`src/hdl/complex_arith_unit_assert.svh`:
```
// assertion macros shared by the complex arithmetic unit
`ifndef COMPLEX_ARITH_UNIT_ASSERT_SVH
`define COMPLEX_ARITH_UNIT_ASSERT_SVH

// implication checked on every edge outside reset
`define CAU_ASSERT_IMP(label, clk, rst_n, ante, cons) \
  label: assert property (@(posedge clk) disable iff (!rst_n) (ante) |-> (cons)) \
    else $error("assertion failed");

// condition that must never hold outside reset
`define CAU_ASSERT_NEVER(label, clk, rst_n, cond) \
  label: assert property (@(posedge clk) disable iff (!rst_n) !(cond)) \
    else $error("assertion failed");

`endif

```
`src/hdl/cau_pkg.sv`:
```
// ----------------------------------------------------------------------------
// cau_pkg
// shared types and constants of the complex arithmetic unit
// ----------------------------------------------------------------------------
`default_nettype none
package cau_pkg;
  localparam int PartWidth = 16;
  localparam int FracBits  = 8;
  // exact products and sums of products
  localparam int ProdWidth = 2 * PartWidth + 1;
  // dividend: |num| << FracBits
  localparam int DivWidth  = ProdWidth + FracBits;
  localparam int DenWidth  = 2 * PartWidth + 1;
  // queue between front and back
  localparam int QDepth    = 4;
  localparam int QPtrW     = 2;

  localparam logic [2:0] FuncAdd = 3'd0;
  localparam logic [2:0] FuncSub = 3'd1;
  localparam logic [2:0] FuncMul = 3'd2;
  localparam logic [2:0] FuncDiv = 3'd3;
  localparam logic [2:0] FuncCmp = 3'd4;

  typedef enum logic [1:0] {
    KIND_ZERO = 2'd0,
    KIND_DIRECT = 2'd1,
    KIND_MUL = 2'd2,
    KIND_DIV = 2'd3
  } kind_e;

  // classified word passed from front to back
  typedef struct packed {
    kind_e kind;
    logic  equal;
    logic  div_zero;
    logic  [ProdWidth-1:0] num_re; // signed: sum or product sum
    logic  [ProdWidth-1:0] num_im;
    logic  [DenWidth-1:0]  den;
  } work_t;

  // result word
  typedef struct packed {
    logic [PartWidth-1:0] res_re;
    logic [PartWidth-1:0] res_im;
    logic equal;
    logic div_zero;
    logic overflow;
  } res_t;

  // saturate a signed-magnitude value to the part range
  function automatic logic [PartWidth:0] sat_part(input logic neg,
                                                  input logic [DivWidth-1:0] mag);
    logic [DivWidth-1:0] maxp;
    logic [PartWidth-1:0] v;
    logic o;
    maxp = DivWidth'({1'b0, {(PartWidth-1){1'b1}}});
    o = 1'b0;
    if (!neg && mag > maxp) begin
      v = {1'b0, {(PartWidth-1){1'b1}}};
      o = 1'b1;
    end else if (neg && mag > maxp + DivWidth'(1)) begin
      v = {1'b1, {(PartWidth-1){1'b0}}};
      o = 1'b1;
    end else begin
      v = neg ? PartWidth'(~mag + DivWidth'(1)) : PartWidth'(mag);
    end
    return {o, v};
  endfunction
endpackage
`default_nettype wire

```
`src/hdl/cau_fifo.sv`:
```
// ----------------------------------------------------------------------------
// cau_fifo
// short word queue between front and back
// ----------------------------------------------------------------------------
`default_nettype none
`include "complex_arith_unit_assert.svh"
module cau_fifo (
  input  wire logic clk_i,
  input  wire logic rst_ni,
  input  wire logic wr_i,
  input  wire cau_pkg::work_t wdata_i,
  output logic almost_full_o,
  input  wire logic rd_i,
  output logic empty_o,
  output cau_pkg::work_t rdata_o
);
  localparam int D = cau_pkg::QDepth;
  localparam int P = cau_pkg::QPtrW;

  cau_pkg::work_t mem_q [D];
  logic [P-1:0] wp_q, rp_q;
  logic [P:0] cnt_q;

  // pointers and count
  always_ff @(posedge clk_i or negedge rst_ni) begin
    if (!rst_ni) begin
      wp_q <= '0;
      rp_q <= '0;
      cnt_q <= '0;
    end else begin
      if (wr_i) wp_q <= wp_q + P'(1);
      if (rd_i) rp_q <= rp_q + P'(1);
      cnt_q <= cnt_q + (P+1)'(wr_i) - (P+1)'(rd_i);
    end
  end

  // storage
  always_ff @(posedge clk_i) begin
    if (wr_i) mem_q[wp_q] <= wdata_i;
  end

  assign rdata_o = mem_q[rp_q];
  assign empty_o = (cnt_q == '0);
  // one slot kept for the word in flight in the front output register
  assign almost_full_o = (cnt_q >= (P+1)'(D - 1));

  `CAU_ASSERT_NEVER(a_no_overrun, clk_i, rst_ni, wr_i && !rd_i && (cnt_q == (P+1)'(D)))
  `CAU_ASSERT_NEVER(a_no_underrun, clk_i, rst_ni, rd_i && empty_o)
  `CAU_ASSERT_IMP(a_count_limit, clk_i, rst_ni, 1'b1, cnt_q <= (P+1)'(D))
endmodule
`default_nettype wire

```
`config.mk`:
```
export PLATFORM = sky130hd
export DESIGN_NAME = cau_fifo
export DESIGN_NICKNAME = d
export VERILOG_FILES = /design/src/hdl/cau_pkg.sv /design/src/hdl/cau_fifo.sv
export VERILOG_INCLUDE_DIRS = /design/src /design/src/hdl
export SDC_FILE = /design/constraint.sdc
export NUM_CORES = 1
export LEC_CHECK = 0
export BUFFER_PORTS_ARGS = -buffer_cell sky130_fd_sc_hd__buf_4
export CAP_MARGIN = 0
export CELL_PAD_IN_SITES_DETAIL_PLACEMENT = 2
export CELL_PAD_IN_SITES_GLOBAL_PLACEMENT = 2
export CORE_ASPECT_RATIO = 1.4
export CORE_MARGIN = 2
export CORE_UTILIZATION = 35
export CTS_BUF_LIST = sky130_fd_sc_hd__clkbuf_8
export DETAILED_ROUTE_END_ITERATION = 6
export GPL_TIMING_DRIVEN = 1
export PLACE_DENSITY_LB_ADDON = 0.2
export SYNTH_ARGS = -nofsm -noshare
export SYNTH_HDL_FRONTEND = slang
export SYNTH_SLANG_ARGS = --single-unit
```
`constraint.sdc`:
```
create_clock -name clk_i -period 6.15 [get_ports clk_i]
set_input_delay 0.615 -clock clk_i [delete_from_list [all_inputs] [get_ports clk_i]]
set_output_delay 0.615 -clock clk_i [all_outputs]
set_load 0.02 [all_outputs]
```
==> Yosys cells after proc, flatten, opt, wreduce, memory -nomap -nowiden <==
Memory sizes are Yosys's and may differ from the RTL's.
Index checks and enable logic that the tools add are counted.
{ "classes": {"addsub": 4, "multipliers": 0, "div_mod_pow": 0, "order_cmp": 1, "eq_ne": 0, "n_shift": 0, "n_mux": 2, "bitwise": 0, "n_reduce_logical": 1} }
{ "ops": {"columns": ["op", "n"], "rows": [
  ["$add A2 B1 Y2 const B", 2],
  ["$add A3 B1 Y3", 1],
  ["$ge A3 B2 Y1 const B", 1],
  ["$logic_not A3 Y1", 1],
  ["$sub A3 B1 Y3", 1],
  ["$mux W1", 2]
]} }
{ "totals": {"reg_bits": 7, "latchBits": 0, "ram_bits": 412, "rom_bits": 0, "in_bits": 107, "output_inout_bits": 105, "wordCells": 12, "memories": 1} }
{ "mem_list": {"columns": ["memory", "words", "word_bits", "read_ports", "rd_clocked_by_memory_dff", "wr", "line", "text"], "rows": [
  ["mem_q", 4, 103, 1, 0, 1, "cau_fifo.sv:20", "cau_pkg::work_t mem_q [D];"]
]} }

==> Logic depth before layout (Yosys ltp) <==
Gate-level depths: netlist of run 1.
{ "depth": {"depth_word": 2, "ltp_mapped": 6, "ltp_nobuf": 6} }

==> Worst setup path after synthesis of run 1 <==
Ideal clock, no wire load.
{ "synth_path": {"kind": "register -> register", "start": "register wp_q[0]", "end": "memory mem_q[2][0] (netlist name) (enable)", "setup_ns": 0.474, "arrival_time_ns": 2.993, "required_ns": 5.676, "slack_ns": 2.683, "path_stages_with_launch": 4, "path_buffers": 0, "period_less_slack_ns": 3.467, "path_cell_list": "dfrtp_1 inv_1 ha_1 and2_1"} }
{ "synth_lines": {"columns": ["item", "line", "text"], "rows": [
  ["start, declared", "cau_fifo.sv:21", "logic [P-1:0] wp_q, rp_q;"],
  ["start signal, assigned", "cau_fifo.sv:31", "if (wr_i) wp_q <= wp_q + P'(1);"],
  ["end, declared", "cau_fifo.sv:20", null]
]} }
Straight into the memory's write port.

==> impl_metrics.toml, run 1 <==
[outcome]
status = "finished clean"

[setup_path]
cp.arrival_ns = 3.14
timing.setup.critical_path_class = "register to output pin"
cp-start-kind = "register"
critical_path.endpoint_type = "output pin"
critPathLaunch = "rp_q[0]$_DFFE_PN0P_"
critical_path.max_fanout = 58
worstRegToRegCells = 4
critical_path_required_ns = 5.53
r2r_slack_ns = 3.55
crit-reg2reg-launch = "wp_q[0]$_DFFE_PN0P_"

[clocking]
cts_setup_buffers = 0
cts_root_buffer = "sky130_fd_sc_hd__clkbuf_8"
clk_pin_slew_worst_setup_hold_paths_ns = 0.06
cts-buffers-inserted = 67
cts_tree = "done"
ctsHtreeMaxLevel = 3
cts_sinks = 419
worstSkewPairLatency_ns = 0.60
max-clock-path-buffers = 3

[sta]
final_period_minus_worst_setup_slack_ns = 3.75
slew_margin_rel_pct = 31.0
finalHoldViolCount = 0
fmax_mhz = 266
unrepaired_setup_endpoints_after_global_routing = "no"
min_period_over_period_pct = 61.0
finClkSkew_ns = 0.0254
worst_slew_pin_slew_ns = 1.03
setup_viol_count_final = 0
setup_ws_ns = 2.40
setup_tns_ns = 0
drv_slew = 0

[routing]
drt_iter0_markers = 316
viasPerCell = 4.81
drt_first_pass_iters = 4
drtAntennaViolNets = 0
drc = 0
finalWirelength_mm = 34.6
wire_per_inst_um = 24.0
route.vias.total = 6937

[pwr]
worst_ir_drop_vdd_v = 0.000420
power_density_nw_per_um2 = 494
cellLeakagePower_nw = 6.41
power_mw = 9.22

[floorplan]
floorplan.die.width_um = 181
design.core.area_um2 = 43100
std_cell_rows = 90
die_h_um = 251
start_util_pct = 35.4
io_pins = 212
fp.dieArea_um2 = 45300

[place]
routability_driven_placement_congestion_ratio = 0.661
io_buffer_count = 211
dp_hpwl_mm = 21.0
placement.setup.worst_slack_ns = 2.91

[flow_run]
maxCapViolations = 0

[worst_hold_path]
worstHoldPathType = "input port to register"
worst_hold_path.num_cells = 1
critical_hold_path_startpoint = "wdata_i[20]"

[synth]
synth_seq_cells = 419
synthesis.instances = 575
syn-cell-area_um2 = 15300
ys_warn_count = 0
synth.yosys.seq_area_share_pct = 82.2
synth_fp_nets = 690
synth_cell_type_count = 17
syn-mean-instance-area_um2 = 26.6

[grt]
pin_count_of_the_biggest_net_entering_global_routing = 61
first_global_vias = 8108
wire_length_of_the_first_global_routing_pass_mm = 52.1
globalRouteTotalUtil_pct = 15.5
antenna_violations_before_repair = 2
grt_remaining_overflow = 0

[final_layout]
area.growth.synth_to_final_pct = 22.3
layout.core_utilization_pct = 43.3
post_route_cells_drive_above_1_share_pct = 45.5
final_net_count = 953
==> path summary, 6_finish.rpt <==
path,end
setup / recovery,rdata_o[95]
hold / removal,mem_q[0][20]$_DFFE_PP_
setup reg to reg,mem_q[2][94]$_DFFE_PP_
min in group asynchronous,cnt_q[1]$_DFF_PN0_
max in group asynchronous,rp_q[0]$_DFFE_PN0P_
hold reg to reg,wp_q[0]$_DFFE_PN0P_
==> synth_stat cells (all sizes together) <==
cell	count	share of area (%)
clkbuf	4	0.098
buf	20	1.1
nor3	1	0.033
nand2	3	0.074
mux4	103	15
xnor2	1	0.057
and2	4	0.16
edfxtp	412	81
inv	7	0.17
dfrtp	7	1.1
o21ai	2	0.066
fa	1	0.13
xor2	3	0.17
ha	7	0.57
==> critical path: stages (launching register included) <==
cell	delay, ns
sky130_fd_sc_hd__dfrtp_4	1.07
sky130_fd_sc_hd__buf_12	0.44
sky130_fd_sc_hd__mux4_2	0.62
sky130_fd_sc_hd__buf_4	0.18
==> layout make-up <==
type,count,area (um2)
antenna,1,2.50
clock buffer,71,977
clock inverter,48,241
fill,3923,24500
inverter,7,26.3
multi-input combinational,125,2520
sequential,419,12600
tap,552,691
timing repair buffer,218,1650
==> state kept, by name, summed over array words and instances, names as in the netlist <==
| register | count |
|---|---|
| mem_q | 412 |
| cnt_q | 3 |
| wp_q | 2 |
| rp_q | 2 |
==> per-layer routing <==
metal	share of wire, %	track usage, %
met1	37	17.4
met2	55	28.3
met3	5.5	4.27
met4	1.7	5.32
met5	0.043	0
==> power breakdown <==
| part | total, mW | switching (mW) | internal (mW) | leakage (nW) |
|---|---|---|---|---|
| Clock | 2.20 | 1.05 | 1.15 | 0.702 |
| Sequential | 4.04 | 0.300 | 3.74 | 3.86 |
| Combinational | 2.98 | 1.62 | 1.36 | 1.85 |
==> cell families (layout without fill, tap and decap cells) <==
kind of cell	Yosys count	in the layout	share of synthesized area, %
mux	103	103	15.2
simple gates	8	8	0.270
other cells	0	1	0
xor+xnor	4	4	0.230
fa+ha+maj	8	8	0.705
buf+inv	31	344	1.35
compound gates	2	2	0.0656
flops	419	419	82.2
==> through the flow <==
| step | std cells | hold slack [ns] | area, um2 |
|---|---|---|---|
| final | 1441 | 0.208 | 18700 |
| after detailed placement | 1320 | 0.434 | 17400 |
| after floorplan | 575 | 0.319 | 15300 |
| after global routing | 1441 | 0.159 | 18700 |
| after CTS | 1440 | 0.137 | 18700 |
| after global placement | 1320 | 0.433 | 17400 |
==> repair_timing <==
action,CTS,global route
setup endpoints to repair,0,0
hold buffers,1,0
gates resized for setup,0,0
hold endpoints to repair,7,0
==> placed cells by master, fill, tap and decap left out, drive strengths merged, types with 3 or more instances in the layout <==
cell,synthesis,routed
ha,7,7
and2,4,4
edfxtp,412,412
inv,7,29
xor2,3,3
clkbuf,4,71
dfrtp,7,7
buf,20,217
nand2,3,3
clkinv,0,23
mux4,103,103
Note: power is estimated with default switching activity, not from simulation.
==> run 2: changes to the inputs <==
Settings changed: ABC_AREA from default to 1.
Clock period 6.15 ns to 3.4 ns, I/O delays scaled along.
==> impl_metrics.toml, run 2 <==
[routing]
wire_per_inst_um = 18.8
finalWirelength_mm = 50.5
drt_iter0_markers = 373
drc = 0
route.vias.total = 12400
viasPerCell = 4.61
drt_first_pass_iters = 6
drtAntennaViolNets = 0

[setup_path]
critPathLaunch = "rp_q[0]$_DFFE_PN0P_"
cell_repeated_most_along_the_worst_path = "sky130_fd_sc_hd__nand2_1"
critical_path.max_fanout = 208
crit-reg2reg-launch = "wp_q[0]$_DFFE_PN0P_"
critical_path_required_ns = 3.06
timing.setup.critical_path_class = "register to output pin"
crit_slowest_cell = "sky130_fd_sc_hd__buf_12"
cp.arrival_ns = 2.58
cp-start-kind = "register"
crit_path_cell_trace = "buf_12, nand2_1, nand3_1, nand2_1, buf_4"
timing.critical_path.slowest_cell_delay_ns = 0.65
critical_path.endpoint_type = "output pin"

[sta]
setup_viol_count_final = 0
finalHoldViolCount = 0
final_period_minus_worst_setup_slack_ns = 2.92
worst_slew_pin_slew_ns = 1.15
fmax_mhz = 342
drv_slew = 0
slew_margin_rel_pct = 23.6
setup_tns_ns = 0
finClkSkew_ns = 0.0249
min_period_over_period_pct = 86.0
unrepaired_setup_endpoints_after_global_routing = "no"

[floorplan]
floorplan.die.width_um = 194
std_cell_rows = 97
io_pins = 212
design.core.area_um2 = 50000
start_util_pct = 35.4
fp.dieArea_um2 = 52400
die_h_um = 270

[clocking]
cts-buffers-inserted = 71
cts_setup_buffers = 0
ctsHtreeMaxLevel = 3
cts_root_buffer = "sky130_fd_sc_hd__clkbuf_8"
post_cts.resized_instances = 0
max-clock-path-buffers = 3
worstSkewPairLatency_ns = 0.63
cts_tree = "done"
clk_pin_slew_worst_setup_hold_paths_ns = 0.06
hold_fix_buffer_count_after_cts = 106
cts_sinks = 419

[synth]
synth_seq_cells = 419
synth_top_area_share_pct = 69.9
synth_top_area_cell = "sky130_fd_sc_hd__edfxtp_1"
synthesis.instances = 1656
synth_fp_nets = 1771
syn-mean-instance-area_um2 = 10.7
synth_cell_type_count = 15
synth.yosys.seq_area_share_pct = 70.9
synth_edf_count = 412
syn-cell-area_um2 = 17700
synth.cells.most_frequent = "522 x sky130_fd_sc_hd__nand2_1, 423 x sky130_fd_sc_hd__inv_1, 412 x sky130_fd_sc_hd__edfxtp_1"
ys_warn_count = 0
postSynth.asyncResetShare_pct = 1.67
synth_top_flop_cell = "sky130_fd_sc_hd__edfxtp_1"
most_common_cell_in_the_synthesized_netlist = "sky130_fd_sc_hd__nand2_1"
yosys-top-cells-area = "sky130_fd_sc_hd__edfxtp_1 70%, sky130_fd_sc_hd__nand2_1 11%, sky130_fd_sc_hd__inv_1 9.0%"

[place]
routability_driven_placement_congestion_ratio = 0.714
post_dp_cell_area_um2 = 20000
io_buffer_count = 211
dp.cells = 2461
dp_hpwl_mm = 29.6

[grt]
wire_length_of_the_first_global_routing_pass_mm = 79.5
globalRouteTotalUtil_pct = 19.6
pin_count_of_the_biggest_net_entering_global_routing = 209
grt_remaining_overflow = 0
first_global_vias = 14400
antenna_violations_before_repair = 2

[final_layout]
largest_reg_flops = 412
most_frequent_cells_in_the_layout = "522 x sky130_fd_sc_hd__nand2_1, 439 x sky130_fd_sc_hd__inv_1, 412 x sky130_fd_sc_hd__edfxtp_1, 219 x sky130_fd_sc_hd__buf_4, 206 x sky130_fd_sc_hd__nand3_1"
area.growth.synth_to_final_pct = 26.1
most_frequent_standard_cell_in_the_layout_excluding_fill_and_tap_cells = "sky130_fd_sc_hd__nand2_1"
post-route-cell-area_um2 = 22300
registers.top_by_ff_count = "mem_q"
final_net_count = 2112
post_layout_nonfiller_instances = 2690
layout_top_registers = "mem_q x412, cnt_q x3"
post_route_cells_drive_above_1_share_pct = 15.6

[pwr]
cellLeakagePower_nw = 10.3
worst_ir_drop_vdd_v = 0.000648
power_density_nw_per_um2 = 862

[worst_hold_path]
worstHoldPathType = "input port to asynchronous set/reset pin"

[outcome]
status = "finished clean"

[flow_run]
maxCapViolations = 0
==> run 2: layer usage <==
metal / up-vias / global-route usage (%) / share of wire [%]
met2: 229 / 37.2 / 55
met1: 6247 / 21.9 / 39
met5: - / 0 / 0
met3: 77 / 3.30 / 3.8
li1: 5844 / - / -
met4: 0 / 6.88 / 2.3
==> run 2: layout make-up <==
cell class / count / area [um2]
Clock buffer: 73 / 1000
Antenna cell: 2 / 5.00
Inverter: 425 / 1610
Tap cell: 643 / 805
Timing Repair Buffer: 337 / 2950
Sequential cell: 419 / 12600
Fill cell: 5263 / 27700
Multi-Input combinational cell: 743 / 3150
Clock inverter: 48 / 240
==> run 2: cells by family after synthesis <==
group	count (synthesis)	share of synthesized area (%)
adders and majority gates	8	0.608
xor gates and xnor gates	4	0.198
buffers and inverters	494	11.3
AOI/OAI and AO/OA	2	0.0566
and+or+nand+nor	729	16.9
DFF	419	70.9
==> run 2: final timing paths <==
kind,depth (start not counted),slack (ns),end
max,5,0.48,rdata_o[35]
min,2,0.12,cnt_q[0]$_DFF_PN0_
max reg2reg,5,1.41,mem_q[2][95]$_DFFE_PP_
min reg2reg,1,0.53,wp_q[0]$_DFFE_PN0P_
max in group asynchronous,2,3.13,rp_q[0]$_DFFE_PN0P_
min in group clk_i,2,0.46,mem_q[3][5]$_DFFE_PP_
==> run 2: power by group <==
part / internal [mW] / switching [mW] / total [mW]
sequential: 6.76 / 0.244 / 7.01
combinational: 2.63 / 5.48 / 8.12
clock: 2.13 / 1.99 / 4.12
==> run 2: worst max-delay path, delay by kind of cell (launching register included) <==
family	cells	cell delay (ns)
buffers and inverters	2	0.81
DFF	1	0.45
and+or+nand+nor	3	0.41
==> run 2: per-stage QoR <==
step	util, %	hold WS, ns	power [mW]	setup WS (ns)
floorplan	-	0.0444	11.9	0.277
global placement	40.0	0.164	15.0	1.25
detailed placement	40.0	0.166	15.3	1.20
CTS	44.6	0.0296	19.7	0.443
global route	44.6	0.0798	20.5	0.280
finish	44.6	0.123	19.2	0.476
==> run 3: changes to the inputs <==
Settings changed: MAX_ROUTING_LAYER from default to met4.
==> impl_metrics.toml, run 3 (synthesized netlist as in run 2, its figures left out) <==
[routing]
drt_iter0_markers = 373
wire_per_inst_um = 18.8
drtAntennaViolNets = 0
drt_first_pass_iters = 6
drc = 0
viasPerCell = 4.60
finalWirelength_mm = 50.5
route.vias.total = 12400

[setup_path]
cp.arrival_ns = 2.54
critical_path_required_ns = 3.06
worst_r2r_endpoint = "mem_q[2][95]$_DFFE_PP_"
cp-start-kind = "register"
timing.setup.critical_path_class = "register to output pin"
crit-reg2reg-launch = "wp_q[0]$_DFFE_PN0P_"
critical_path.max_fanout = 208
r2r_slack_ns = 1.41
critical_path.endpoint_type = "output pin"
worstRegToRegCells = 5

[clocking]
clk_pin_slew_worst_setup_hold_paths_ns = 0.06
max-clock-path-buffers = 3
cts_setup_buffers = 0
cts_root_buffer = "sky130_fd_sc_hd__clkbuf_8"
ctsHtreeMaxLevel = 3
cts_sinks = 419
worstSkewPairLatency_ns = 0.62
cts-buffers-inserted = 71
cts_tree = "done"

[outcome]
status = "finished clean"

[sta]
worst_slew_pin_slew_ns = 1.09
finClkSkew_ns = 0.0214
setup_tns_ns = 0
hold-worst-slack_ns = 0.127
unrepaired_setup_endpoints_after_global_routing = "no"
final_period_minus_worst_setup_slack_ns = 2.88
slew_margin_rel_pct = 27.0
min_period_over_period_pct = 84.6
fmax_mhz = 348
setup_viol_count_final = 0
finalHoldViolCount = 0
drv_slew = 0

[final_layout]
seq_area_um2 = 12600
area.growth.synth_to_final_pct = 26.1
registers.top_by_ff_count = "mem_q"
layout.core_utilization_pct = 44.6
most_frequent_standard_cell_in_the_layout_excluding_fill_and_tap_cells = "sky130_fd_sc_hd__nand2_1"
layout_top_registers = "mem_q x412, cnt_q x3"
post_route_cells_drive_above_1_share_pct = 15.6
multi_input_area_um2 = 3150
post_layout_nonfiller_instances = 2690
layout.filler_cells = 5263
final_net_count = 2112
most_frequent_cells_in_the_layout = "522 x sky130_fd_sc_hd__nand2_1, 439 x sky130_fd_sc_hd__inv_1, 412 x sky130_fd_sc_hd__edfxtp_1, 219 x sky130_fd_sc_hd__buf_4, 206 x sky130_fd_sc_hd__nand3_1"
largest_reg_flops = 412

[pwr]
worst_ir_drop_vdd_v = 0.000643
sequentialPowerShare_pct = 36.4
cellInternalPower_mw = 11.5
cellLeakagePower_nw = 10.3
p_sw_mw = 7.72
power_density_nw_per_um2 = 862
power_mw = 19.2
power_share_of_the_clock_group_pct = 21.4
netSwitchingFraction_pct = 40.1
comb_power_share_pct = 42.2

[grt]
antenna_violations_before_repair = 2
pin_count_of_the_biggest_net_entering_global_routing = 209
met3_usage_pct = 3.30
met2_usage_pct = 37.1
wire_length_of_the_first_global_routing_pass_mm = 79.4
globalRouteTotalUtil_pct = 20.2
grt_remaining_overflow = 0
first_global_vias = 14400
globalRouteMet1Util_pct = 21.9
grt_most_used_layer = "met2"

[flow_run]
maxCapViolations = 0

[floorplan]
start_util_pct = 35.4
floorplan.die.width_um = 194
fp.dieArea_um2 = 52400
design.core.area_um2 = 50000
std_cell_rows = 97
io_pins = 212
die_h_um = 270

[place]
dp_hpwl_mm = 29.6
dp.cells = 2461
io_buffer_count = 211
routability_driven_placement_congestion_ratio = 0.723

[worst_hold_path]
worstHoldPathType = "input port to asynchronous set/reset pin"
[run 3: cell counts in the layout (fill, tap and decap cells not counted)]
No cell type changed its count.
[run 3: stage by stage]
stage / cell area (um2) / setup slack, ns
2_1_floorplan: 17700 / 0.277
3_3_place_gp: 20000 / 1.25
3_5_place_dp: 20000 / 1.20
4_1_cts: 22300 / 0.443
5_1_grt: 22300 / 0.316
6_report: 22300 / 0.524
[run 3: power groups by stage]
stage | registers (mW) | logic [mW] | clock network [mW]
after floorplan | 7.10 | 4.75 | 0
after global placement | 7.05 | 7.96 | 0
after detailed placement | 7.12 | 8.23 | 0
after CTS | 7.02 | 8.37 | 4.27
after global routing | 7.08 | 8.96 | 4.48
final | 7.01 | 8.12 | 4.12
[run 3: worst max path at each step]
stage	slack [ns]	startpoint	endpoint
6_report	0.52	rp_q[0]$_DFFE_PN0P_	rdata_o[42]
5_1_grt	0.32	rp_q[0]$_DFFE_PN0P_	rdata_o[35]
4_1_cts	0.44	rp_q[0]$_DFFE_PN0P_	rdata_o[13]
3_5_place_dp	1.20	rp_q[0]$_DFFE_PN0P_	rdata_o[47]
3_3_place_gp	1.25	rp_q[0]$_DFFE_PN0P_	rdata_o[28]
2_1_floorplan	0.28	wp_q[0]$_DFFE_PN0P_	mem_q[2][0]$_DFFE_PP_
[run 3: what timing repair did]
item	CTS	global route
hold buffers	106	0
endpoints found under the hold margin	424	0
gates resized for setup	0	0
[run 3: per-layer routing]
layer | vias to the layer above | routed length, um
met4 | 0 | 1120
li1 | 5846 | -
met3 | 79 | 1820
met1 | 6228 | 19900
met2 | 226 | 27600
met5 | - | 0
[run 3: worst max-delay path, cell delays in order, from the launching register on]
cell and delay (ns):
sky130_fd_sc_hd__dfrtp_4 0.45, sky130_fd_sc_hd__buf_12 0.67, sky130_fd_sc_hd__nand2_1 0.12, sky130_fd_sc_hd__nand3_1 0.14, sky130_fd_sc_hd__nand2_1 0.12, sky130_fd_sc_hd__buf_4 0.18
[run 3: final cells by class]
type / count / area share [%]
sequential: 419 / 56.3
multi-input combinational: 743 / 14.1
timing repair buffer: 337 / 13.2
inverter: 425 / 7.23
clock buffer: 73 / 4.50
tap: 643 / 3.61
clock inverter: 48 / 1.08
antenna: 2 / 0.0224
